[src/sv/bfpa_pkg.sv]
`timescale 1ns / 1ps
// ----------------------------------------------------------------------------
// bfpa_pkg
// Shared types and codes for the best-fit partition allocator.
// ----------------------------------------------------------------------------
package bfpa_pkg;

   localparam int WORD_W   = 13;
   localparam int STATUS_W = 3;
   localparam int INDEX_W  = 6;
   localparam int START_W  = 12;
   localparam int CTR_W    = 16;
   localparam int NAME_W   = 16;

   typedef enum logic [1:0] {
      OP_ADD   = 2'd0,
      OP_CLEAR = 2'd1,
      OP_ALLOC = 2'd2,
      OP_FREE  = 2'd3
   } op_type;

   typedef enum logic [STATUS_W-1:0] {
      STAT_OK      = 3'd0,
      STAT_NOFIT   = 3'd1,
      STAT_INUSE   = 3'd2,
      STAT_UNKNOWN = 3'd3,
      STAT_FULL    = 3'd4,
      STAT_BAD     = 3'd5
   } status_type;

   typedef enum logic [1:0] {
      ST_IDLE,
      ST_SCAN,
      ST_DRAIN,
      ST_RESOLVE
   } state_type;

endpackage

[src/sv/bfpa_ram.sv]
`timescale 1ns / 1ps
// ----------------------------------------------------------------------------
// bfpa_ram
// Simple dual-port RAM: one write port, one read port, registered read data.
// ----------------------------------------------------------------------------
module bfpa_ram #(
   parameter int WIDTH = 8,
   parameter int DEPTH = 64
) (
   input  logic                     clock,
   input  logic                     wr_en,
   input  logic [$clog2(DEPTH)-1:0] wr_addr,
   input  logic [WIDTH-1:0]         wr_data,
   input  logic                     rd_en,
   input  logic [$clog2(DEPTH)-1:0] rd_addr,
   output logic [WIDTH-1:0]         rd_data
);

   logic [WIDTH-1:0] mem_ff [DEPTH];
   logic [WIDTH-1:0] rd_data_ff;

   always_ff @(posedge clock) begin
      if (wr_en) begin
         mem_ff[wr_addr] <= wr_data;
      end
      if (rd_en) begin
         rd_data_ff <= mem_ff[rd_addr];
      end
   end

   assign rd_data = rd_data_ff;

endmodule

[src/sv/best_fit_partition_allocator.sv]
`timescale 1ns / 1ps
// ----------------------------------------------------------------------------
// best_fit_partition_allocator
// Fixed-partition allocator with best-fit choice over a table held in RAM.
// ----------------------------------------------------------------------------
// Usage:
//   Requests enter on req_valid / req_stall with req_type, req_owner_name and
//   req_word_count: add a partition, clear the table, allocate or free.
//   Each request yields one response on rsp_valid / rsp_stall carrying the
//   status, the partition index, start and leftover words, and the two
//   saturating allocate counters.
//   Add and clear go from acceptance straight to the resolve state. Allocate
//   and free read the partition table once per entry through the single RAM
//   read port in the scan state, then pass a drain state before resolve; a
//   rejected name or size skips the scan and goes straight to resolve.
//   One request is in work at a time; the next one is accepted the cycle
//   after the response is loaded, even while that response still waits in
//   the output register.
//   When rsp_stall holds the output register full, the finished request
//   waits before its table write-back and the input stays stalled.
//   Write the memory size register (csr_valid / csr_ready) only while idle;
//   the block leaves this to the user. Reset empties the table at once
//   via the fill count (no clearing pass); zeroes counters and memory size.
// ----------------------------------------------------------------------------
module best_fit_partition_allocator #(
   parameter int MAX_PARTS = 64,
   parameter int ADDR_BITS = 12,
   parameter int NAME_BITS = 16
) (
   input  logic                              clock,
   input  logic                              reset,

   input  logic                              req_valid,
   output logic                              req_stall,
   input  logic [1:0]                        req_type,
   input  logic [bfpa_pkg::NAME_W-1:0]       req_owner_name,
   input  logic [bfpa_pkg::WORD_W-1:0]       req_word_count,

   output logic                              rsp_valid,
   input  logic                              rsp_stall,
   output logic [bfpa_pkg::STATUS_W-1:0]     rsp_status,
   output logic [bfpa_pkg::INDEX_W-1:0]      rsp_part_index,
   output logic [bfpa_pkg::START_W-1:0]      rsp_part_start,
   output logic [bfpa_pkg::WORD_W-1:0]       rsp_leftover_words,
   output logic [bfpa_pkg::CTR_W-1:0]        rsp_alloc_requests,
   output logic [bfpa_pkg::CTR_W-1:0]        rsp_alloc_successes,

   input  logic                              csr_valid,
   output logic                              csr_ready,
   input  logic [bfpa_pkg::WORD_W-1:0]       csr_memory_words
);

   localparam int WW    = bfpa_pkg::WORD_W;
   localparam int NB    = (NAME_BITS < bfpa_pkg::NAME_W) ? NAME_BITS : bfpa_pkg::NAME_W;
   localparam int IDX_W = $clog2(MAX_PARTS);
   localparam int CNT_W = $clog2(MAX_PARTS + 1);
   localparam int ENT_W = NB + WW + ADDR_BITS;
   localparam logic [24:0] CAP = 25'(1) << ADDR_BITS;
   localparam logic [bfpa_pkg::CTR_W-1:0] CTR_MAX = '1;

   bfpa_pkg::state_type state_ff, state_in;

   logic [WW-1:0]       mem_words_ff;
   logic [CNT_W-1:0]    count_ff, count_in;
   logic [WW-1:0]       nfs_ff, nfs_in;
   logic [bfpa_pkg::CTR_W-1:0] req_ctr_ff, succ_ctr_ff, succ_ctr_in;

   bfpa_pkg::op_type    op_ff;
   logic [NB-1:0]       name_ff;
   logic [WW-1:0]       words_ff;

   logic [CNT_W-1:0]    issue_ff;
   logic                rd_valid_ff;
   logic [IDX_W-1:0]    rd_idx_ff;

   logic                found_ff, found_in;
   logic                inuse_ff, inuse_in;
   logic [IDX_W-1:0]    best_idx_ff, best_idx_in;
   logic [WW-1:0]       best_left_ff, best_left_in;
   logic [ADDR_BITS-1:0] best_start_ff, best_start_in;

   logic                rsp_valid_ff;
   logic [bfpa_pkg::STATUS_W-1:0] rsp_status_ff;
   logic [IDX_W-1:0]    rsp_idx_ff;
   logic [ADDR_BITS-1:0] rsp_start_ff;
   logic [WW-1:0]       rsp_left_ff;
   logic [bfpa_pkg::CTR_W-1:0] rsp_req_ff, rsp_succ_ff;

   logic                accept;
   logic                rd_en;
   logic                fire;
   logic                last_issue;

   logic                wr_en;
   logic [IDX_W-1:0]    wr_addr;
   logic [ENT_W-1:0]    wr_data;
   logic [ENT_W-1:0]    rd_data;

   logic [NB-1:0]       rd_owner;
   logic [WW-1:0]       rd_size;
   logic [ADDR_BITS-1:0] rd_start;
   logic                rd_busy;
   logic [WW-1:0]       rd_left;

   logic [WW-1:0]       mem_limit;
   bfpa_pkg::status_type res_status;
   logic [IDX_W-1:0]    res_idx;
   logic [ADDR_BITS-1:0] res_start;
   logic [WW-1:0]       res_left;

   bfpa_ram #(
      .WIDTH (ENT_W),
      .DEPTH (MAX_PARTS)
   ) u_table (
      .clock   (clock),
      .wr_en   (wr_en),
      .wr_addr (wr_addr),
      .wr_data (wr_data),
      .rd_en   (rd_en),
      .rd_addr (issue_ff[IDX_W-1:0]),
      .rd_data (rd_data)
   );

   assign last_issue = ((CNT_W + 1)'(issue_ff) + (CNT_W + 1)'(1)) >= (CNT_W + 1)'(count_ff);

   // next state
   always_comb begin
      state_in = state_ff;
      case (state_ff)
         bfpa_pkg::ST_IDLE: begin
            if (req_valid) begin
               case (bfpa_pkg::op_type'(req_type))
                  bfpa_pkg::OP_ALLOC: begin
                     if ((req_owner_name[NB-1:0] == '0) || (req_word_count == '0)) begin
                        state_in = bfpa_pkg::ST_RESOLVE;
                     end else begin
                        state_in = bfpa_pkg::ST_SCAN;
                     end
                  end
                  bfpa_pkg::OP_FREE: begin
                     if (req_owner_name[NB-1:0] == '0) begin
                        state_in = bfpa_pkg::ST_RESOLVE;
                     end else begin
                        state_in = bfpa_pkg::ST_SCAN;
                     end
                  end
                  default: state_in = bfpa_pkg::ST_RESOLVE;
               endcase
            end
         end
         bfpa_pkg::ST_SCAN: begin
            if (last_issue) begin
               state_in = bfpa_pkg::ST_DRAIN;
            end
         end
         bfpa_pkg::ST_DRAIN: state_in = bfpa_pkg::ST_RESOLVE;
         bfpa_pkg::ST_RESOLVE: begin
            if (!rsp_valid_ff || !rsp_stall) begin
               state_in = bfpa_pkg::ST_IDLE;
            end
         end
         default: state_in = bfpa_pkg::ST_IDLE;
      endcase
   end

   // fsm outputs
   always_comb begin
      req_stall = 1'b1;
      rd_en     = 1'b0;
      fire      = 1'b0;
      case (state_ff)
         bfpa_pkg::ST_IDLE:    req_stall = 1'b0;
         bfpa_pkg::ST_SCAN:    rd_en = (issue_ff < count_ff);
         bfpa_pkg::ST_DRAIN:   rd_en = 1'b0;
         bfpa_pkg::ST_RESOLVE: fire = !rsp_valid_ff || !rsp_stall;
         default:              req_stall = 1'b1;
      endcase
   end

   assign accept    = req_valid && !req_stall;
   assign csr_ready = 1'b1;

   // scan compare
   assign rd_owner = rd_data[ENT_W-1 -: NB];
   assign rd_size  = rd_data[ADDR_BITS +: WW];
   assign rd_start = rd_data[ADDR_BITS-1:0];
   assign rd_busy  = (rd_owner != '0);
   assign rd_left  = rd_size - words_ff;

   always_comb begin
      found_in      = found_ff;
      inuse_in      = inuse_ff;
      best_idx_in   = best_idx_ff;
      best_left_in  = best_left_ff;
      best_start_in = best_start_ff;
      if (rd_valid_ff) begin
         if (op_ff == bfpa_pkg::OP_ALLOC) begin
            if (rd_busy && (rd_owner == name_ff)) begin
               inuse_in = 1'b1;
            end
            if (!rd_busy && (rd_size >= words_ff) && (!found_ff || (rd_left < best_left_ff))) begin
               found_in      = 1'b1;
               best_idx_in   = rd_idx_ff;
               best_left_in  = rd_left;
               best_start_in = rd_start;
            end
         end else if (rd_busy && (rd_owner == name_ff) && !found_ff) begin
            found_in      = 1'b1;
            best_idx_in   = rd_idx_ff;
            best_left_in  = rd_size;
            best_start_in = rd_start;
         end
      end
   end

   // resolve and write back
   always_comb begin
      mem_limit   = (25'(mem_words_ff) < CAP) ? mem_words_ff : WW'(CAP);
      res_status  = bfpa_pkg::STAT_OK;
      res_idx     = '0;
      res_start   = '0;
      res_left    = '0;
      wr_en       = 1'b0;
      wr_addr     = best_idx_ff;
      wr_data     = {NB'(0), best_left_ff, best_start_ff};
      count_in    = count_ff;
      nfs_in      = nfs_ff;
      succ_ctr_in = succ_ctr_ff;
      case (op_ff)
         bfpa_pkg::OP_ADD: begin
            if (words_ff == '0) begin
               res_status = bfpa_pkg::STAT_BAD;
            end else if ((count_ff >= CNT_W'(MAX_PARTS)) ||
                         ((WW + 1)'(nfs_ff) + (WW + 1)'(words_ff) > (WW + 1)'(mem_limit))) begin
               res_status = bfpa_pkg::STAT_FULL;
            end else begin
               res_idx   = count_ff[IDX_W-1:0];
               res_start = ADDR_BITS'(nfs_ff);
               res_left  = words_ff;
               wr_en     = fire;
               wr_addr   = count_ff[IDX_W-1:0];
               wr_data   = {NB'(0), words_ff, ADDR_BITS'(nfs_ff)};
               count_in  = count_ff + CNT_W'(1);
               nfs_in    = nfs_ff + words_ff;
            end
         end
         bfpa_pkg::OP_CLEAR: begin
            count_in = '0;
            nfs_in   = '0;
         end
         bfpa_pkg::OP_ALLOC: begin
            if ((name_ff == '0) || (words_ff == '0)) begin
               res_status = bfpa_pkg::STAT_BAD;
            end else if (inuse_ff) begin
               res_status = bfpa_pkg::STAT_INUSE;
            end else if (!found_ff) begin
               res_status = bfpa_pkg::STAT_NOFIT;
            end else begin
               res_idx   = best_idx_ff;
               res_start = best_start_ff;
               res_left  = best_left_ff;
               wr_en     = fire;
               wr_data   = {name_ff, best_left_ff + words_ff, best_start_ff};
               if (succ_ctr_ff != CTR_MAX) begin
                  succ_ctr_in = succ_ctr_ff + bfpa_pkg::CTR_W'(1);
               end
            end
         end
         bfpa_pkg::OP_FREE: begin
            if (name_ff == '0) begin
               res_status = bfpa_pkg::STAT_BAD;
            end else if (!found_ff) begin
               res_status = bfpa_pkg::STAT_UNKNOWN;
            end else begin
               res_idx   = best_idx_ff;
               res_start = best_start_ff;
               res_left  = best_left_ff;
               wr_en     = fire;
            end
         end
         default: res_status = bfpa_pkg::STAT_BAD;
      endcase
   end

   always_ff @(posedge clock) begin
      if (reset) begin
         state_ff     <= bfpa_pkg::ST_IDLE;
         mem_words_ff <= '0;
         count_ff     <= '0;
         nfs_ff       <= '0;
         req_ctr_ff   <= '0;
         succ_ctr_ff  <= '0;
         rd_valid_ff  <= 1'b0;
         rsp_valid_ff <= 1'b0;
      end else begin
         state_ff    <= state_in;
         rd_valid_ff <= rd_en;
         if (csr_valid && csr_ready) begin
            mem_words_ff <= csr_memory_words;
         end
         if (accept && (bfpa_pkg::op_type'(req_type) == bfpa_pkg::OP_ALLOC) &&
             (req_ctr_ff != CTR_MAX)) begin
            req_ctr_ff <= req_ctr_ff + bfpa_pkg::CTR_W'(1);
         end
         if (fire) begin
            count_ff     <= count_in;
            nfs_ff       <= nfs_in;
            succ_ctr_ff  <= succ_ctr_in;
            rsp_valid_ff <= 1'b1;
         end else if (!rsp_stall) begin
            rsp_valid_ff <= 1'b0;
         end
      end
   end

   always_ff @(posedge clock) begin
      if (accept) begin
         op_ff    <= bfpa_pkg::op_type'(req_type);
         name_ff  <= req_owner_name[NB-1:0];
         words_ff <= req_word_count;
         issue_ff <= '0;
         found_ff <= 1'b0;
         inuse_ff <= 1'b0;
      end else begin
         found_ff      <= found_in;
         inuse_ff      <= inuse_in;
         best_idx_ff   <= best_idx_in;
         best_left_ff  <= best_left_in;
         best_start_ff <= best_start_in;
         if (rd_en) begin
            issue_ff <= issue_ff + CNT_W'(1);
         end
      end
      rd_idx_ff <= issue_ff[IDX_W-1:0];
      if (fire) begin
         rsp_status_ff <= res_status;
         rsp_idx_ff    <= res_idx;
         rsp_start_ff  <= res_start;
         rsp_left_ff   <= res_left;
         rsp_req_ff    <= req_ctr_ff;
         rsp_succ_ff   <= succ_ctr_in;
      end
   end

   assign rsp_valid           = rsp_valid_ff;
   assign rsp_status          = rsp_status_ff;
   assign rsp_part_index      = bfpa_pkg::INDEX_W'(rsp_idx_ff);
   assign rsp_part_start      = bfpa_pkg::START_W'(rsp_start_ff);
   assign rsp_leftover_words  = rsp_left_ff;
   assign rsp_alloc_requests  = rsp_req_ff;
   assign rsp_alloc_successes = rsp_succ_ff;

`ifndef NO_ASSERTIONS
   a_write_only_resolve: assert property (@(posedge clock) disable iff (reset)
      wr_en |-> (state_ff == bfpa_pkg::ST_RESOLVE))
      else $error("table write outside resolve");

   a_count_bound: assert property (@(posedge clock) disable iff (reset)
      count_ff <= CNT_W'(MAX_PARTS))
      else $error("partition count beyond table depth");

   a_read_in_fill: assert property (@(posedge clock) disable iff (reset)
      rd_valid_ff |-> (CNT_W'(rd_idx_ff) < count_ff))
      else $error("scan read beyond filled entries");

   a_fire_gives_rsp: assert property (@(posedge clock) disable iff (reset)
      fire |=> (rsp_valid && (state_ff == bfpa_pkg::ST_IDLE)))
      else $error("finished request produced no response");
`endif

endmodule

[config.mk]
export PLATFORM = sky130hd
export DESIGN_NAME = best_fit_partition_allocator
export DESIGN_NICKNAME = d
export VERILOG_FILES = /design/src/sv/bfpa_pkg.sv /design/src/sv/bfpa_ram.sv /design/src/sv/best_fit_partition_allocator.sv
export SDC_FILE = /design/constraint.sdc
export NUM_CORES = 2
export LEC_CHECK = 0
export BUFFER_PORTS_ARGS = -buffer_cell sky130_fd_sc_hd__buf_2
export CORE_ASPECT_RATIO = 0.9
export CORE_MARGIN = 10
export CORE_UTILIZATION = 45
export DETAILED_ROUTE_END_ITERATION = 10
export MAX_ROUTING_LAYER = met4
export PLACE_DENSITY = 0.61
export SLEW_MARGIN = 30
export SYNTH_ARGS = -nofsm -noshare
export SYNTH_HDL_FRONTEND = slang
export SYNTH_SLANG_ARGS = --single-unit
[constraint.sdc]
create_clock -name clock -period 6.5 [get_ports clock]
set_input_delay 1.3 -clock clock [delete_from_list [all_inputs] [get_ports clock]]
set_output_delay 1.3 -clock clock [all_outputs]
set_load 0.03 [all_outputs]
==> impl_metrics.prom <==
# TYPE chip_impl_metric gauge
chip_impl_info{name="cp_cell_sequence",value="ha_1, fa_1, a21oi_1, o21ai_1, o41ai_1, buf_4, o211ai_1, a21oi_1, xnor2_1, ha_1, a21oi_1, nand2_1, nor4_1, o311ai_4, buf_4, nor4_1, o21ai_4, buf_4, nor2_4, buf_4"} 1
chip_impl_metric{name="grt_max_degree",unit=""} 116
chip_impl_metric{name="clock_transition_at_the_register_clock_pins_on_the_worst_setup_and_hold_paths_after_cts",unit="ps"} 70
chip_impl_metric{name="num_rows",unit=""} 174
chip_impl_metric{name="dpl_worst_slack",unit="ps"} 534
chip_impl_info{name="layout.cells.most_common",value="edfxtp_1"} 1
chip_impl_metric{name="timing.final.ws_setup",unit="ps"} 489
chip_impl_metric{name="critPathRequiredTime",unit="ps"} 6970
chip_impl_metric{name="post-route-period-util",unit="%"} 92.5
chip_impl_metric{name="drc_errors",unit=""} 0
chip_impl_metric{name="core_area",unit="mm2"} 0.249
chip_impl_metric{name="placement.io_buffers",unit=""} 116
chip_impl_metric{name="antenna_found_initial",unit=""} 13
chip_impl_metric{name="dieHeight",unit="um"} 495
chip_impl_metric{name="timing.max_cap.violations",unit=""} 0
chip_impl_metric{name="synth_cells",unit=""} 5009
chip_impl_metric{name="clkSinkCount",unit=""} 2877
chip_impl_metric{name="io-pin-count",unit=""} 118
chip_impl_metric{name="cts-htree-levels",unit=""} 5
chip_impl_metric{name="postRouteWirelength",unit="mm"} 275
chip_impl_metric{name="syn_area",unit="mm2"} 0.113
chip_impl_metric{name="synth-async-reset-ratio",unit="%"} 0
chip_impl_metric{name="synth_enable_flop_cells",unit=""} 2793
chip_impl_metric{name="avgViaCountPerCell",unit=""} 5.99
chip_impl_metric{name="relSlewSlack",unit="%"} 37.1
chip_impl_metric{name="ctsHoldBuffers",unit=""} 0
chip_impl_metric{name="grt_usage",unit="%"} 20.6
chip_impl_metric{name="die_area",unit="mm2"} 0.271
chip_impl_info{name="synth-main-ff-cell",value="edfxtp_1"} 1
chip_impl_metric{name="critical-path-max-stage-delay",unit="ps"} 580
chip_impl_metric{name="floorplan.die.width",unit="um"} 547
chip_impl_metric{name="cts_buffer_depth",unit=""} 4
chip_impl_metric{name="setup-violations-final",unit=""} 0
chip_impl_metric{name="synth.ff_latch_count",unit=""} 2877
chip_impl_metric{name="largest_driver_fanout_on_the_critical_path",unit=""} 41
chip_impl_info{name="critPathCaptureType",value="flip-flop"} 1
chip_impl_metric{name="cts_setup_buffers",unit=""} 0
chip_impl_metric{name="cts_made_buffers",unit=""} 291
chip_impl_metric{name="fin_skew",unit="ps"} 60.9
chip_impl_metric{name="number_of_nets_in_the_synthesized_netlist",unit=""} 5148
chip_impl_info{name="crit_path_top_delay_cell",value="buf_4"} 1
chip_impl_metric{name="fin_area",unit="mm2"} 0.128
chip_impl_info{name="worstSetupPathType",value="flip-flop to flip-flop"} 1
chip_impl_metric{name="place.detailed.hpwl",unit="mm"} 171
chip_impl_info{name="clk_root_buffer_cell",value="clkbuf_16"} 1
chip_impl_info{name="crit_path_start_kind",value="flip-flop"} 1
chip_impl_metric{name="synth.lib_cells_used.distinct",unit=""} 76
chip_impl_metric{name="clock_insertion_delay_worst_skew",unit="ps"} 870
chip_impl_metric{name="pwr_density_cell",unit="mW/mm2"} 303
chip_impl_metric{name="avgSynthCellArea",unit="um2"} 22.5
chip_impl_metric{name="cts_repair_resize_count",unit=""} 0
chip_impl_metric{name="initial_standard_cell_utilization_of_the_core",unit="%"} 45.1
chip_impl_metric{name="fmax",unit="MHz"} 166
chip_impl_metric{name="critical_path_arrival",unit="ps"} 6480
chip_impl_metric{name="detail_route.wl_per_cell",unit="um"} 30.8
chip_impl_metric{name="yosys_warnings",unit=""} 0
chip_impl_info{name="min-delay-path-class",value="flip-flop to flip-flop"} 1
chip_impl_metric{name="maxSlewViolCount",unit=""} 0
chip_impl_info{name="crit_top_cell",value="buf_4"} 1
chip_impl_metric{name="via_count",unit=""} 53611
chip_impl_metric{name="grt_pass1_vias",unit=""} 53122
chip_impl_metric{name="nNetsFinal",unit=""} 5529
chip_impl_metric{name="drtIter0Drc",unit=""} 6678
chip_impl_metric{name="finalHoldViolCount",unit=""} 0
chip_impl_metric{name="tightest_slew",unit="ps"} 943
chip_impl_metric{name="ff2ff_setup_slack",unit="ps"} 490
chip_impl_metric{name="grt.overflow.total",unit=""} 0
chip_impl_info{name="final_cell_mix",value="edfxtp_1, mux4_2, clkbuf_16, buf_4, buf_2"} 1
chip_impl_metric{name="timing.setup.tns",unit="ps"} 0
chip_impl_metric{name="syn_to_final_growth",unit="%"} 13.6
chip_impl_metric{name="synth_sequential_area_ratio",unit="%"} 76.0
chip_impl_metric{name="final_period_minus_worst_setup_slack",unit="ps"} 6010
chip_impl_metric{name="detailed_place.area",unit="mm2"} 0.119
chip_impl_metric{name="leakage_power_summed_over_all_cells",unit="nW"} 41.7
chip_impl_metric{name="drt_first_pass_iters",unit=""} 6
chip_impl_metric{name="grt_pass1_wl",unit="mm"} 399
chip_impl_metric{name="worst_ir_drop_vdd",unit="mV"} 0.246
chip_impl_metric{name="final_cell_count_no_fill",unit=""} 8946
chip_impl_metric{name="routabilityCongestion",unit=""} 0.873
chip_impl_info{name="tritoncts",value="done"} 1
chip_impl_info{name="rsz0062_at_grt",value="false"} 1
chip_impl_metric{name="dp.cells",unit=""} 8441
chip_impl_info{name="outcome",value="completed"} 1
chip_impl_metric{name="proportion_of_layout_cells_with_a_drive_suffix_above_1",unit="%"} 30.3
chip_impl_metric{name="drt.antenna.violating_nets",unit=""} 0
[cells in the mapped netlist (12+ instances only)]
cell,instances,area (um2)
o21ai_0,28,140
a22o_1,27,236
buf_2,68,340
clkbuf_1,138,518
a21o_1,14,105
o21ai_1,23,115
nand3_1,28,140
nand4_1,24,150
nor2_1,177,664
a21oi_1,66,330
buf_1,31,116
nand2b_1,12,75.1
inv_1,64,240
nand2_1,112,420
o21a_1,12,90.1
mux2i_1,24,240
nor3_1,37,185
xor2_1,33,289
mux4_2,861,19400
and3_1,12,75.1
and2_1,22,138
mux2_1,14,158
nor4_1,29,181
xnor2_1,47,412
ha_1,87,1090
a221o_1,12,120
dfxtp_1,84,1680
edfxtp_1,2793,83900
[cell type report]
| class | instances | area (um2) |
|---|---|---|
| Fill cell | 19455 | 122000 |
| Sequential cell | 2877 | 85600 |
| Multi-Input combinational cell | 1822 | 26400 |
| Clock buffer | 364 | 7730 |
| Tap cell | 3344 | 4180 |
| Timing Repair Buffer | 331 | 2730 |
| Clock inverter | 134 | 1050 |
| Inverter | 67 | 255 |
| Antenna cell | 7 | 17.5 |
[layer usage]
metal | global-route usage [%] | wire length (um) | up-vias | share of wire, %
met3 | 3.82 | 22200 | 381 | 8.1
met1 | 30.8 | 122000 | 29036 | 44
li1 | - | - | 22027 | -
met4 | 4.10 | 5470 | 0 | 2.0
met2 | 29.9 | 125000 | 2167 | 46
met5 | - | 0 | - | 0
[where the power goes]
group	internal (W)	switching, W	total (W)
registers	0.0207	0.000126	0.0209
logic	0.000601	0.00151	0.00211
clock network	0.00892	0.00684	0.0158
total	0.0303	0.00847	0.0387
[stage by stage]
stage / total power, W / hold slack (ps) / utilization (%)
3_5_place_dp: 0.0234 / 389 / 47.8
5_1_grt: 0.0399 / 404 / 51.3
4_1_cts: 0.0390 / 403 / 51.3
2_1_floorplan: 0.0225 / 353 / -
6_report: 0.0387 / 402 / 51.3
3_3_place_gp: 0.0233 / 388 / 47.7
[final timing paths]
| kind | start | cells past startpoint | to |
|---|---|---|---|
| worst max register to register | words_ff[0] | 20 | u_table.mem_ff[51][33] |
| worst min register to register | rd_idx_ff[1] | 0 | best_idx_ff[1] |
| worst max-delay path | words_ff[0] | 20 | u_table.mem_ff[51][33] |
| worst min-delay path | rd_idx_ff[1] | 0 | best_idx_ff[1] |
[critical path, delay by kind of cell, from the launching register on]
family | cells | cell delay [ps]
buf+inv | 4 | 1250
flops | 1 | 470
compound gates | 8 | 1670
xor+xnor | 1 | 180
simple gates | 4 | 1040
fa+ha+maj | 3 | 990
[state kept, by name (all words and copies together) (netlist names), 12 cells and up]
| register | count |
|---|---|
| best_start_ff | 12 |
| nfs_ff | 13 |
| mem_words_ff | 13 |
| words_ff | 13 |
| rsp_leftover_words | 13 |
| u_table.rd_data | 41 |
| u_table.mem_ff | 2624 |
| rsp_alloc_successes | 16 |
| best_left_ff | 13 |
| req_ctr_ff | 16 |
| rsp_part_start | 12 |
| rsp_alloc_requests | 16 |
| name_ff | 16 |
| succ_ctr_ff | 16 |
[cell families (layout without fill, tap and decap cells)]
family | after synthesis | in the layout | share of synthesized area (%)
flip-flops | 2877 | 2877 | 76.0
multiplexers | 904 | 904 | 17.6
AND/OR/NAND/NOR | 497 | 497 | 2.11
buffers and inverters | 310 | 896 | 1.13
AO/OA/AOI/OAI | 250 | 250 | 1.52
adder cells (fa/ha/maj) | 90 | 90 | 1.02
XOR/XNOR | 80 | 80 | 0.622
other | 1 | 8 | 0.00333
Power figures use the tool's default switching activity.
